<file path="src/sv/ngf_pkg.sv">
// shared types, constants and byte folding for the n-gram line matcher
`default_nettype none

package ngf_pkg;

    // pattern register storage and padded view of the folded pattern
    localparam int PAT_BYTES = 24;
    localparam int PAT_PAD   = PAT_BYTES + 4;

    localparam logic [7:0] SPACE = 8'h20;

    // pattern length from which the second gram size is five
    localparam int LONG_PAT = 7;

    // gram sizes, sized for compares against a 6-bit length
    localparam logic [5:0] TRI_N   = 6'd3;
    localparam logic [5:0] SHORT_N = 6'd2;
    localparam logic [5:0] LONG_N  = 6'd5;

    localparam logic [15:0] LIMIT_MIN = 16'd3;

    // register indexes, byte address is 8 * index
    localparam logic [2:0] REG_PAT_LO   = 3'd0;
    localparam logic [2:0] REG_PAT_MID  = 3'd1;
    localparam logic [2:0] REG_PAT_HIGH = 3'd2;
    localparam logic [2:0] REG_PAT_LEN  = 3'd3;
    localparam logic [2:0] REG_THRESH   = 3'd4;
    localparam logic [2:0] REG_LIMIT    = 3'd5;

    typedef struct packed {
        logic [PAT_PAD-1:0][7:0] pat;    // folded, space past the pattern storage
        logic [4:0]              len;    // clamped pattern length
        logic                    long5;  // second gram size is five
        logic [6:0]              thr;
        logic [15:0]             lim_m1; // clamped line limit minus one
    } cfg_t;

    function automatic logic [7:0] fold_byte(input logic [7:0] b);
        logic [7:0] r;
        r = b;
        if (b < 8'h30) begin
            r = SPACE;
        end else if (b inside {[8'h41:8'h5A]}) begin
            r = b + 8'h20;
        end else begin
            case (b)
                8'd196: r = 8'd228;
                8'd214: r = 8'd246;
                8'd220: r = 8'd252;
                8'd142: r = 8'd132;
                8'd153: r = 8'd148;
                8'd154: r = 8'd129;
                8'h3A, 8'h3B, 8'h3C, 8'h3D, 8'h3E, 8'h3F, 8'h5B, 8'h5D: r = SPACE;
                default: r = b;
            endcase
        end
        return r;
    endfunction

endpackage

`default_nettype wire

</file>
<file path="src/sv/ngram_fuzzy_line_matcher_top.sv">
// n-gram fuzzy line matcher: top level
//
// Text arrives one byte per word on the s_ channel (s_text_byte, with
// s_line_end on the last byte of a line). Every byte is folded to lower
// case and spaces, shifted into a five character window and compared in
// parallel against all pattern trigrams and second grams.
// The m_ channel carries one word per line, on its last byte: hit,
// matched and maximum weights and the line too long flag.
// Throughput is one byte per clock while s_ready is high, lines back to
// back with no gap. From the line end byte accepted to m_valid a line
// result passes the input register, line record, gram counts, weights,
// then the output register with the threshold compare.
// When the receiver stalls, the result pipeline holds up to four line
// results; once it is full a line end byte waits in the input register and
// s_ready drops, while bytes inside a line keep flowing.
// Registers (APB, 64-bit, address 8*index) are to be written between lines
// by the user, which the block does not enforce; the count masks are
// registered from them. Reset (aresetn low, synchronous) restores register
// defaults, clears the window and gram found bits and empties the pipeline.
`default_nettype none

module ngram_fuzzy_line_matcher_top
    import ngf_pkg::*;
#(
    parameter int MAX_PATTERN = 24
) (
    input  wire logic        aclk,
    input  wire logic        aresetn,
    input  wire logic        psel,
    input  wire logic        penable,
    input  wire logic        pwrite,
    input  wire logic [5:0]  paddr,
    input  wire logic [63:0] pwdata,
    output logic [63:0]      prdata,
    output logic             pready,
    input  wire logic        s_valid,
    output logic             s_ready,
    input  wire logic [7:0]  s_text_byte,
    input  wire logic        s_line_end,
    output logic             m_valid,
    input  wire logic        m_ready,
    output logic             m_hit,
    output logic [7:0]       m_matched_weight,
    output logic [7:0]       m_max_weight,
    output logic             m_line_too_long
);

    cfg_t                   cfg;
    logic [MAX_PATTERN-3:0] tri_mask;
    logic [MAX_PATTERN-2:0] sec_mask;
    logic                   line_valid;
    logic                   line_free;
    logic [MAX_PATTERN-3:0] line_tri;
    logic [MAX_PATTERN-2:0] line_sec;
    logic                   line_long;

    ngf_config #(
        .MAX_PATTERN(MAX_PATTERN)
    ) u_config (
        .aclk     (aclk),
        .aresetn  (aresetn),
        .psel     (psel),
        .penable  (penable),
        .pwrite   (pwrite),
        .paddr    (paddr),
        .pwdata   (pwdata),
        .prdata   (prdata),
        .pready   (pready),
        .cfg      (cfg),
        .tri_mask (tri_mask),
        .sec_mask (sec_mask)
    );

    ngf_scan #(
        .MAX_PATTERN(MAX_PATTERN)
    ) u_scan (
        .aclk        (aclk),
        .aresetn     (aresetn),
        .s_valid     (s_valid),
        .s_ready     (s_ready),
        .s_text_byte (s_text_byte),
        .s_line_end  (s_line_end),
        .cfg         (cfg),
        .line_free   (line_free),
        .line_valid  (line_valid),
        .line_tri    (line_tri),
        .line_sec    (line_sec),
        .line_long   (line_long)
    );

    ngf_weigh #(
        .MAX_PATTERN(MAX_PATTERN)
    ) u_weigh (
        .aclk             (aclk),
        .aresetn          (aresetn),
        .cfg              (cfg),
        .tri_mask         (tri_mask),
        .sec_mask         (sec_mask),
        .line_valid       (line_valid),
        .line_free        (line_free),
        .line_tri         (line_tri),
        .line_sec         (line_sec),
        .line_long        (line_long),
        .m_valid          (m_valid),
        .m_ready          (m_ready),
        .m_hit            (m_hit),
        .m_matched_weight (m_matched_weight),
        .m_max_weight     (m_max_weight),
        .m_line_too_long  (m_line_too_long)
    );

endmodule

`default_nettype wire

</file>
<file path="src/sv/ngf_config.sv">
// configuration registers, folded pattern and precomputed gram count masks
`default_nettype none

module ngf_config
    import ngf_pkg::*;
#(
    parameter int MAX_PATTERN = 24
) (
    input  wire logic                   aclk,
    input  wire logic                   aresetn,
    input  wire logic                   psel,
    input  wire logic                   penable,
    input  wire logic                   pwrite,
    input  wire logic [5:0]             paddr,
    input  wire logic [63:0]            pwdata,
    output logic [63:0]                 prdata,
    output logic                        pready,
    output cfg_t                        cfg,
    output logic [MAX_PATTERN-3:0]      tri_mask,
    output logic [MAX_PATTERN-2:0]      sec_mask
);

    localparam int NT    = MAX_PATTERN - 2;
    localparam int NS    = MAX_PATTERN - 1;
    localparam int NG5   = (MAX_PATTERN >= LONG_PAT) ? MAX_PATTERN - 4 : 1;
    localparam int SPLIT = (NG5 + 1) / 2;

    logic [63:0] pat_lo_reg;
    logic [63:0] pat_mid_reg;
    logic [63:0] pat_high_reg;
    logic [4:0]  len_reg;
    logic [6:0]  thr_reg;
    logic [15:0] limit_reg;

    logic [PAT_BYTES*8-1:0]  raw;
    logic [PAT_PAD-1:0][7:0] pat;
    logic [4:0]              len_eff;
    logic [5:0]              len6;
    logic                    long5;
    logic [NG5-1:0]          trig5;

    logic [NT-1:0]  tri_mask_next, tri_mask_reg;
    logic [NG5-1:0] m5_lo_next, m5_lo_reg;
    logic [1:0]     skip1, carry_reg;
    logic [1:0]     skip2;
    logic [NG5-1:0] m5;
    logic [NS-1:0]  m5_ext;
    logic [NS-1:0]  sec_mask_next, sec_mask_reg;

    assign pready = 1'b1;

    always_ff @(posedge aclk) begin
        if (!aresetn) begin
            pat_lo_reg   <= '0;
            pat_mid_reg  <= '0;
            pat_high_reg <= '0;
            len_reg      <= 5'd0;
            thr_reg      <= 7'd50;
            limit_reg    <= 16'd1024;
        end else if (psel && penable && pwrite) begin
            case (paddr[5:3])
                REG_PAT_LO:   pat_lo_reg   <= pwdata;
                REG_PAT_MID:  pat_mid_reg  <= pwdata;
                REG_PAT_HIGH: pat_high_reg <= pwdata;
                REG_PAT_LEN:  len_reg      <= pwdata[4:0];
                REG_THRESH:   thr_reg      <= pwdata[6:0];
                REG_LIMIT:    limit_reg    <= pwdata[15:0];
                default: ;
            endcase
        end
    end

    always_comb begin
        case (paddr[5:3])
            REG_PAT_LO:   prdata = pat_lo_reg;
            REG_PAT_MID:  prdata = pat_mid_reg;
            REG_PAT_HIGH: prdata = pat_high_reg;
            REG_PAT_LEN:  prdata = 64'(len_reg);
            REG_THRESH:   prdata = 64'(thr_reg);
            REG_LIMIT:    prdata = 64'(limit_reg);
            default:      prdata = '0;
        endcase
    end

    assign raw = {pat_high_reg, pat_mid_reg, pat_lo_reg};

    for (genvar k = 0; k < PAT_PAD; k++) begin : g_pat
        if (k < MAX_PATTERN) begin : g_used
            assign pat[k] = fold_byte(raw[8*k +: 8]);
        end else begin : g_pad
            assign pat[k] = SPACE;
        end
    end

    assign len_eff = (len_reg > 5'(MAX_PATTERN)) ? 5'(MAX_PATTERN) : len_reg;
    assign len6    = {1'b0, len_eff};
    assign long5   = (len_eff >= 5'(LONG_PAT));

    always_comb begin
        cfg.pat    = pat;
        cfg.len    = len_eff;
        cfg.long5  = long5;
        cfg.thr    = thr_reg;
        cfg.lim_m1 = ((limit_reg < LIMIT_MIN) ? LIMIT_MIN : limit_reg) - 16'd1;
    end

    // a five gram whose fourth byte is space while its first is not starts a skip
    always_comb begin
        for (int i = 0; i < NG5; i++) begin
            trig5[i] = (pat[i+3] == SPACE) && (pat[i] != SPACE);
        end
    end

    // first half of the skip chain plus the trigram mask
    always_comb begin
        skip1 = 2'd0;
        for (int i = 0; i < NT; i++) begin
            tri_mask_next[i] = (6'(i) + TRI_N <= len6) &&
                               !((pat[i+1] == SPACE) && (pat[i] != SPACE));
        end
        m5_lo_next = '0;
        for (int i = 0; i < SPLIT; i++) begin
            if (skip1 != 2'd0) begin
                skip1 = skip1 - 2'd1;
            end else if (trig5[i]) begin
                skip1 = 2'd2;
            end else begin
                m5_lo_next[i] = 1'b1;
            end
        end
    end

    // second half of the chain, then the second gram mask for either size
    always_comb begin
        skip2 = carry_reg;
        m5    = m5_lo_reg;
        for (int i = SPLIT; i < NG5; i++) begin
            if (skip2 != 2'd0) begin
                m5[i] = 1'b0;
                skip2 = skip2 - 2'd1;
            end else if (trig5[i]) begin
                m5[i] = 1'b0;
                skip2 = 2'd2;
            end else begin
                m5[i] = 1'b1;
            end
        end
        m5_ext = NS'(m5);
        for (int i = 0; i < NS; i++) begin
            if (long5) begin
                sec_mask_next[i] = m5_ext[i] && (6'(i) + LONG_N <= len6);
            end else begin
                sec_mask_next[i] = (6'(i) + SHORT_N <= len6);
            end
        end
    end

    always_ff @(posedge aclk) begin
        tri_mask_reg <= tri_mask_next;
        m5_lo_reg    <= m5_lo_next;
        carry_reg    <= skip1;
        sec_mask_reg <= sec_mask_next;
    end

    assign tri_mask = tri_mask_reg;
    assign sec_mask = sec_mask_reg;

endmodule

`default_nettype wire

</file>
<file path="src/sv/ngf_scan.sv">
// input register, character window and per-byte gram comparators
`default_nettype none

module ngf_scan
    import ngf_pkg::*;
#(
    parameter int MAX_PATTERN = 24
) (
    input  wire logic                   aclk,
    input  wire logic                   aresetn,
    input  wire logic                   s_valid,
    output logic                        s_ready,
    input  wire logic [7:0]             s_text_byte,
    input  wire logic                   s_line_end,
    input  cfg_t                        cfg,
    input  wire logic                   line_free,
    output logic                        line_valid,
    output logic [MAX_PATTERN-3:0]      line_tri,
    output logic [MAX_PATTERN-2:0]      line_sec,
    output logic                        line_long
);

    localparam int NT = MAX_PATTERN - 2;
    localparam int NS = MAX_PATTERN - 1;

    logic        in_v_reg;
    logic [7:0]  in_byte_reg;
    logic        in_le_reg;
    logic        in_go;

    logic [39:0]   window_reg;
    logic [15:0]   count_reg;
    logic [NT-1:0] tri_found_reg;
    logic [NS-1:0] sec_found_reg;

    logic [7:0]    c;
    logic [39:0]   win_next;
    logic [15:0]   cnt_next;
    logic [5:0]    len6;
    logic [NT-1:0] hit3;
    logic [NS-1:0] hitn;

    logic          line_v_reg;
    logic [NT-1:0] line_tri_reg;
    logic [NS-1:0] line_sec_reg;
    logic          line_long_reg;

    // a line end word waits here until the line record slot is free
    assign in_go   = in_v_reg && (!in_le_reg || line_free);
    assign s_ready = !in_v_reg || in_go;

    always_comb begin
        c        = fold_byte(in_byte_reg);
        win_next = {window_reg[31:0], c};
        cnt_next = (count_reg == 16'hFFFF) ? count_reg : count_reg + 16'd1;
        len6     = {1'b0, cfg.len};
        for (int i = 0; i < NT; i++) begin
            hit3[i] = (cnt_next >= 16'(TRI_N)) && (6'(i) + TRI_N <= len6) &&
                      (cfg.pat[i]   == win_next[23:16]) &&
                      (cfg.pat[i+1] == win_next[15:8]) &&
                      (cfg.pat[i+2] == win_next[7:0]);
        end
        for (int i = 0; i < NS; i++) begin
            if (cfg.long5) begin
                hitn[i] = (cnt_next >= 16'(LONG_N)) && (6'(i) + LONG_N <= len6) &&
                          (cfg.pat[i]   == win_next[39:32]) &&
                          (cfg.pat[i+1] == win_next[31:24]) &&
                          (cfg.pat[i+2] == win_next[23:16]) &&
                          (cfg.pat[i+3] == win_next[15:8]) &&
                          (cfg.pat[i+4] == win_next[7:0]);
            end else begin
                hitn[i] = (cnt_next >= 16'(SHORT_N)) && (6'(i) + SHORT_N <= len6) &&
                          (cfg.pat[i]   == win_next[15:8]) &&
                          (cfg.pat[i+1] == win_next[7:0]);
            end
        end
    end

    always_ff @(posedge aclk) begin
        if (!aresetn) begin
            in_v_reg      <= 1'b0;
            window_reg    <= {5{SPACE}};
            count_reg     <= 16'd1;
            tri_found_reg <= '0;
            sec_found_reg <= '0;
            line_v_reg    <= 1'b0;
        end else begin
            if (s_ready) begin
                in_v_reg <= s_valid;
            end
            if (in_go) begin
                if (in_le_reg) begin
                    window_reg    <= {5{SPACE}};
                    count_reg     <= 16'd1;
                    tri_found_reg <= '0;
                    sec_found_reg <= '0;
                end else begin
                    window_reg    <= win_next;
                    count_reg     <= cnt_next;
                    tri_found_reg <= tri_found_reg | hit3;
                    sec_found_reg <= sec_found_reg | hitn;
                end
            end
            if (line_free) begin
                line_v_reg <= in_go && in_le_reg;
            end
        end
    end

    always_ff @(posedge aclk) begin
        if (s_valid && s_ready) begin
            in_byte_reg <= s_text_byte;
            in_le_reg   <= s_line_end;
        end
        if (in_go && in_le_reg) begin
            line_tri_reg  <= tri_found_reg | hit3;
            line_sec_reg  <= sec_found_reg | hitn;
            line_long_reg <= (cnt_next >= cfg.lim_m1);
        end
    end

    assign line_valid = line_v_reg;
    assign line_tri   = line_tri_reg;
    assign line_sec   = line_sec_reg;
    assign line_long  = line_long_reg;

endmodule

`default_nettype wire

</file>
<file path="src/sv/ngf_weigh.sv">
// line result pipeline: counts, weights, threshold compare and output register
`default_nettype none

module ngf_weigh
    import ngf_pkg::*;
#(
    parameter int MAX_PATTERN = 24
) (
    input  wire logic                   aclk,
    input  wire logic                   aresetn,
    input  cfg_t                        cfg,
    input  wire logic [MAX_PATTERN-3:0] tri_mask,
    input  wire logic [MAX_PATTERN-2:0] sec_mask,
    input  wire logic                   line_valid,
    output logic                        line_free,
    input  wire logic [MAX_PATTERN-3:0] line_tri,
    input  wire logic [MAX_PATTERN-2:0] line_sec,
    input  wire logic                   line_long,
    output logic                        m_valid,
    input  wire logic                   m_ready,
    output logic                        m_hit,
    output logic [7:0]                  m_matched_weight,
    output logic [7:0]                  m_max_weight,
    output logic                        m_line_too_long
);

    localparam int CW = $clog2(MAX_PATTERN);

    logic          out_free, r3_free, r2_free;

    logic          r2_v_reg;
    logic [CW-1:0] tm_reg, tx_reg, sm_reg, sx_reg;
    logic          r2_long_reg;

    logic          r3_v_reg;
    logic [7:0]    mw_reg, xw_reg;
    logic          r3_long_reg;
    logic [7:0]    mw_next, xw_next;

    logic          out_v_reg;
    logic          hit_reg;
    logic [7:0]    out_mw_reg, out_xw_reg;
    logic          out_long_reg;
    logic [14:0]   prod_m, prod_x;
    logic          hit_next;

    assign out_free  = !out_v_reg || m_ready;
    assign r3_free   = !r3_v_reg || out_free;
    assign r2_free   = !r2_v_reg || r3_free;
    assign line_free = !line_valid || r2_free;

    always_ff @(posedge aclk) begin
        if (!aresetn) begin
            r2_v_reg  <= 1'b0;
            r3_v_reg  <= 1'b0;
            out_v_reg <= 1'b0;
        end else begin
            if (r2_free) begin
                r2_v_reg <= line_valid;
            end
            if (r3_free) begin
                r3_v_reg <= r2_v_reg;
            end
            if (out_free) begin
                out_v_reg <= r3_v_reg;
            end
        end
    end

    // weights: three per trigram, two or five per second gram
    always_comb begin
        if (cfg.long5) begin
            mw_next = 8'({tm_reg, 1'b0}) + 8'(tm_reg) + 8'({sm_reg, 2'b00}) + 8'(sm_reg);
            xw_next = 8'({tx_reg, 1'b0}) + 8'(tx_reg) + 8'({sx_reg, 2'b00}) + 8'(sx_reg);
        end else begin
            mw_next = 8'({tm_reg, 1'b0}) + 8'(tm_reg) + 8'({sm_reg, 1'b0});
            xw_next = 8'({tx_reg, 1'b0}) + 8'(tx_reg) + 8'({sx_reg, 1'b0});
        end
    end

    assign prod_m   = 15'(mw_reg) * 15'd100;
    assign prod_x   = 15'(cfg.thr) * 15'(xw_reg);
    assign hit_next = (xw_reg != 8'd0) && (prod_m >= prod_x);

    always_ff @(posedge aclk) begin
        if (r2_free) begin
            tm_reg      <= CW'($countones(line_tri & tri_mask));
            tx_reg      <= CW'($countones(tri_mask));
            sm_reg      <= CW'($countones(line_sec & sec_mask));
            sx_reg      <= CW'($countones(sec_mask));
            r2_long_reg <= line_long;
        end
        if (r3_free) begin
            mw_reg      <= mw_next;
            xw_reg      <= xw_next;
            r3_long_reg <= r2_long_reg;
        end
        if (out_free) begin
            // an overlong line reports nothing but the error flag
            hit_reg      <= hit_next && !r3_long_reg;
            out_mw_reg   <= r3_long_reg ? 8'd0 : mw_reg;
            out_xw_reg   <= r3_long_reg ? 8'd0 : xw_reg;
            out_long_reg <= r3_long_reg;
        end
    end

    assign m_valid          = out_v_reg;
    assign m_hit            = hit_reg;
    assign m_matched_weight = out_mw_reg;
    assign m_max_weight     = out_xw_reg;
    assign m_line_too_long  = out_long_reg;

endmodule

`default_nettype wire

</file>
<file path="config.mk">
export PLATFORM = sky130hd
export DESIGN_NAME = ngram_fuzzy_line_matcher_top
export DESIGN_NICKNAME = d
export VERILOG_FILES = /design/src/sv/ngf_pkg.sv /design/src/sv/ngram_fuzzy_line_matcher_top.sv /design/src/sv/ngf_config.sv /design/src/sv/ngf_scan.sv /design/src/sv/ngf_weigh.sv
export SDC_FILE = /design/constraint.sdc
export NUM_CORES = 2
export LEC_CHECK = 0
export ABC_CLOCK_PERIOD_IN_PS = 15000
export BUFFER_PORTS_ARGS = -buffer_cell sky130_fd_sc_hd__buf_2
export CORE_UTILIZATION = 47
export DETAILED_ROUTE_END_ITERATION = 16
export REMOVE_ABC_BUFFERS = 1
export SLEW_MARGIN = 20
export SYNTH_ARGS = -nofsm -noshare
export SYNTH_HDL_FRONTEND = slang
export SYNTH_HIERARCHICAL = 1
export SYNTH_SLANG_ARGS = --single-unit
</file>
<file path="constraint.sdc">
create_clock -name aclk -period 15 [get_ports aclk]
set_input_delay 2.25 -clock aclk [delete_from_list [all_inputs] [get_ports aclk]]
set_output_delay 2.25 -clock aclk [all_outputs]
set_load 0.005 [all_outputs]
</file>
**Word-level counts from Yosys, hierarchy flattened**

Index checks and enable logic that the tools add are counted.

- Flip-flop bits (word level): 486
- Input bits: 86
- Output and inout bits: 85

- $add $sub $neg: 139
- Multipliers: 2
- Order comparisons: 109
- Equal/unequal tests: 520
- Muxes and demuxes: 195
- Bitwise operators: 4
- Reduce and logical (&&, ||, !) cells: 498

Operator list:

| cell | count |
|---|---|
| $pmux 8 s7 | 25 |
| $eq 8x6->1 const B | 172 |
| $eq 8x8->1 const B | 150 |
| $eq 8x8->1 | 117 |
| $mux 8 | 52 |
| $logic_and 1x1->1 | 411 |
| $eq 8x7->1 const B | 50 |
| $pmux 64 s6 | 1 |
| $add 5x5->5 | 40 |
| $add 8x6->8 const B | 25 |
| $ge 8x7->1 const B | 25 |
| $le 8x7->1 const B | 25 |
| $lt 8x6->1 const B | 25 |
| $reduce_or 8->1 | 25 |
| $ne 8x6->1 const B | 22 |
| $add 1x1->2 | 44 |
| $mux 2 | 37 |
| $mux 1 | 73 |
| $le 5x5->1 const A | 12 |
| $mux 16 | 3 |
| $le 4x5->1 const A | 8 |
| $reduce_bool 2->1 | 19 |
| $sub 2x1->2 const B | 18 |
| $ge 16x2->1 const B | 2 |
| 35 further kinds | 86 |

**Longest topological paths before layout**

- Word-level depth: 29
- Depth in mapped cells: 21
- Gate-level depth less buffers: 21

**Cells and area by module**

Netlist, hierarchy kept.

By module, submodules not included:

| module | instances | cells each | area an instance (µm²) | seq. area each (µm²) |
|---|---|---|---|---|
| ngf_scan | 1 | 3048 | 22897.0 | 3553.4 |
| ngf_config | 1 | 3214 | 22170.0 | 5545.3 |
| ngf_weigh | 1 | 884 | 8971.1 | 1741.7 |

**Worst setup path after synthesis**

OpenSTA, ideal clock, no wires.

- Path type: input port to output port
- Start point: in paddr[4]
- End point: out prdata[25]
- Arrival time: 3777 ps
- Data required time: 12750 ps
- Setup slack: 8973 ps
- Stages on the path: 7
- Path through: clkbuf_1 > buf_1 > buf_1 > mux2i_1 > nor2_1 > a21oi_1 > nor2_1

- Longest elaborated chain between the ends: 2
- Elaborated cells between the ends (all ways): 7

Ends and longest elaborated chain:

| element | RTL line | RTL |
|---|---|---|
| start, declared | ngram_fuzzy_line_matcher_top.sv:32 | `input wire logic [5:0] paddr,` |
| $eq 3x3->1, or another cell as far along | ngf_config.sv:74 | `case (paddr[5:3])` |
| $pmux 64 s6 * | ngf_config.sv:74 |  |
| end, declared | ngram_fuzzy_line_matcher_top.sv:34 | `output logic [63:0] prdata,` |

Mark *: on every way between the ends. The rest lies on a longest branch, timed or not.

**Final worst setup path**

- Start point: in paddr[3]
- End point: out prdata[46]

Same word-level chain as after synthesis.

==> run metrics <==
Num CTS Buffers=between 50 and 60; antenna violations before repair=19; register area=10900 um2; Final Hold Violating Endpoints=0; Die Footprint=116000 um2; critical path's slowest cell=buf_4; DR DRC count=0; Finish-stage setup viols=0; FP Rows=around 120; CTS H-tree depth=2; die width=341 um; post-CTS setup buffer count=0; post-synthesis cell count=~7100; DR vias/cell=between 6 and 7; clock sinks=roughly 490; syn avg cell area=7.56 um2; vias in the first global route=52200; TritonCTS clock tree=built; Final nets=between 7000 and 8000; largest net degree at the start of global routing=110; Finished Cell Area=58100 um2; setup TNS=0 ns; Slew headroom=0.0813; worst slew pin tran=approximately 1.4 ns; dpl hpwl=approximately 190000 um; all-layer global routing usage=0.434; RSZ-0062 raised after global routing=false; CP Data Arrival Time=4.29 ns; crit end category=primary output; static leakage=24.7 nW; area of the multi-input gates=39400 um2; Power Dens Cells=~66 nW/um2; Starting DRT DRC Count=6921; first-pass GRT wire length=370000 um; final period utilization=0.436; max_cap viols=0; cell mode on critical path=buf_4; Mapped Area=about 54000 um2; clock skew=roughly 0.047 ns; Final Wtd Congestion=approximately 1.1; DRT Pass-1 Iters=6; Clock Path Buffers=3; overall die height=341 um; hold-fix buffers at CTS=0; Critical Path Source Type=input port; VDD IR max=around 0.096 mV; Critical Path Max Stage Delay=a little under 0.7 ns; WL/cell=approximately 30 um; fin cells=between 8000 and 9000; vias post-DR=approximately 56000; yosys warns=6; starting density of the core=0.477; core area=between 100000 and 150000 um2; cells resized by post-CTS repair=0; GR Overflow Total=0; Port Buffers=166; Routed Wire Length=approximately 260000 um; Clk Latency, worst-skew pair=about 0.73 ns; critical path required time=about 13 ns; Max Slew Vio Count=0; f_max=153 MHz; status=finished, final reports clean; minimum clock period=6.54 ns; root buffer cell=clkbuf_16; Ports=between 150 and 200; share of post-route cells with drive strength above 1=0.0983; CP Cell Sequence=buf_4 -> inv_2 -> nor2_4 -> buf_4 -> a21oi_1 -> nor2_1 -> buf_2; CP Class=in -> out; Post-DP Area=55900 um2; Hold Path Class=reg -> reg; Inst Count DP=around 8300; DRT antenna net count=0; Reg clk slew, reported paths=roughly 0.060 ns; Fillers=approximately 11000; Layout area overhead=7.62%; Final Util=0.514; Max FO, Critical Path=between 40 and 50
[cell type report]
type	count	share of cell area
Clock inverter	25	0.00670
Clock buffer	83	0.0300
Sequential cell	486	0.187
Inverter	321	0.0207
Timing Repair Buffer	400	0.0448
Tap cell	1500	0.0323
Multi-Input combinational cell	5624	0.678
Antenna cell	8	0.000345
[metal layers]
metal / global-route usage / wire (um) / up-vias
li1: - / - / 24500
met1: 0.522 / 97800 / 26700
met2: 0.648 / 108000 / 3393
met3: 0.140 / 30700 / 1030
met4: 0.311 / 22600 / 18
met5: 0.00899 / 270 / -
[critical path: cells and delay by family]
family | cells | cell delay (ns)
simple gates | 2 | 0.30
buf+inv | 4 | 1.42
compound gates | 1 | 0.18
[cell usage in the layout (no fill, tap or decap), types with 29 or more instances in the layout]
cell type / instances
nor3_1: 93
nor2_1: 463
o2111ai_1: 31
nor2b_1: 100
o211ai_1: 37
ha_1: 237
xor2_1: 401
buf_2: 162
clkbuf_16: 63
and3_1: 66
nor3b_1: 36
mux2i_1: 105
or3_1: 37
o21bai_1: 29
buf_4: 236
a22oi_1: 29
a21o_1: 71
xnor2_1: 549
inv_1: 317
nand3b_1: 63
a21boi_0: 246
o211a_1: 36
o22ai_1: 39
nor4_1: 156
nand4_1: 200
fa_1: 102
nand2b_1: 55
a211oi_1: 62
dfxtp_1: 357
edfxtp_1: 111
o21ai_0: 200
a31oi_1: 52
a21oi_1: 302
nand3_1: 132
nand2_1: 885
and2_1: 113
a2111oi_0: 37
[stage by stage]
step	power, W	worst slack, ns	hold slack (ns)
after CTS	0.00380	8.44	0.427
after global placement	0.00221	8.47	0.403
after detailed placement	0.00221	8.45	0.413
after global routing	0.00392	8.41	0.449
after floorplan	0.00187	8.60	0.400
final	0.00382	8.46	0.424
[final timing paths]
path	startpoint	cells after the start	to	slack (ns)
worst max-delay path	paddr[3]	7	prdata[46]	8.46
worst min-delay path	u_weigh/r2_long_reg	0	u_weigh/r3_long_reg	0.42
worst max register to register	u_scan/in_byte_reg[1]	10	u_scan/line_sec[21]	8.77
worst min register to register	u_weigh/r2_long_reg	0	u_weigh/r3_long_reg	0.42
[report_power, final]
group          switching, W  internal, W  leakage [nW]
logic              0.000546     0.000266          19.4
clock network      0.000659     0.000934          1.04
registers         0.0000480      0.00136          4.23
No activity file was read; power rests on OpenSTA's default activity.
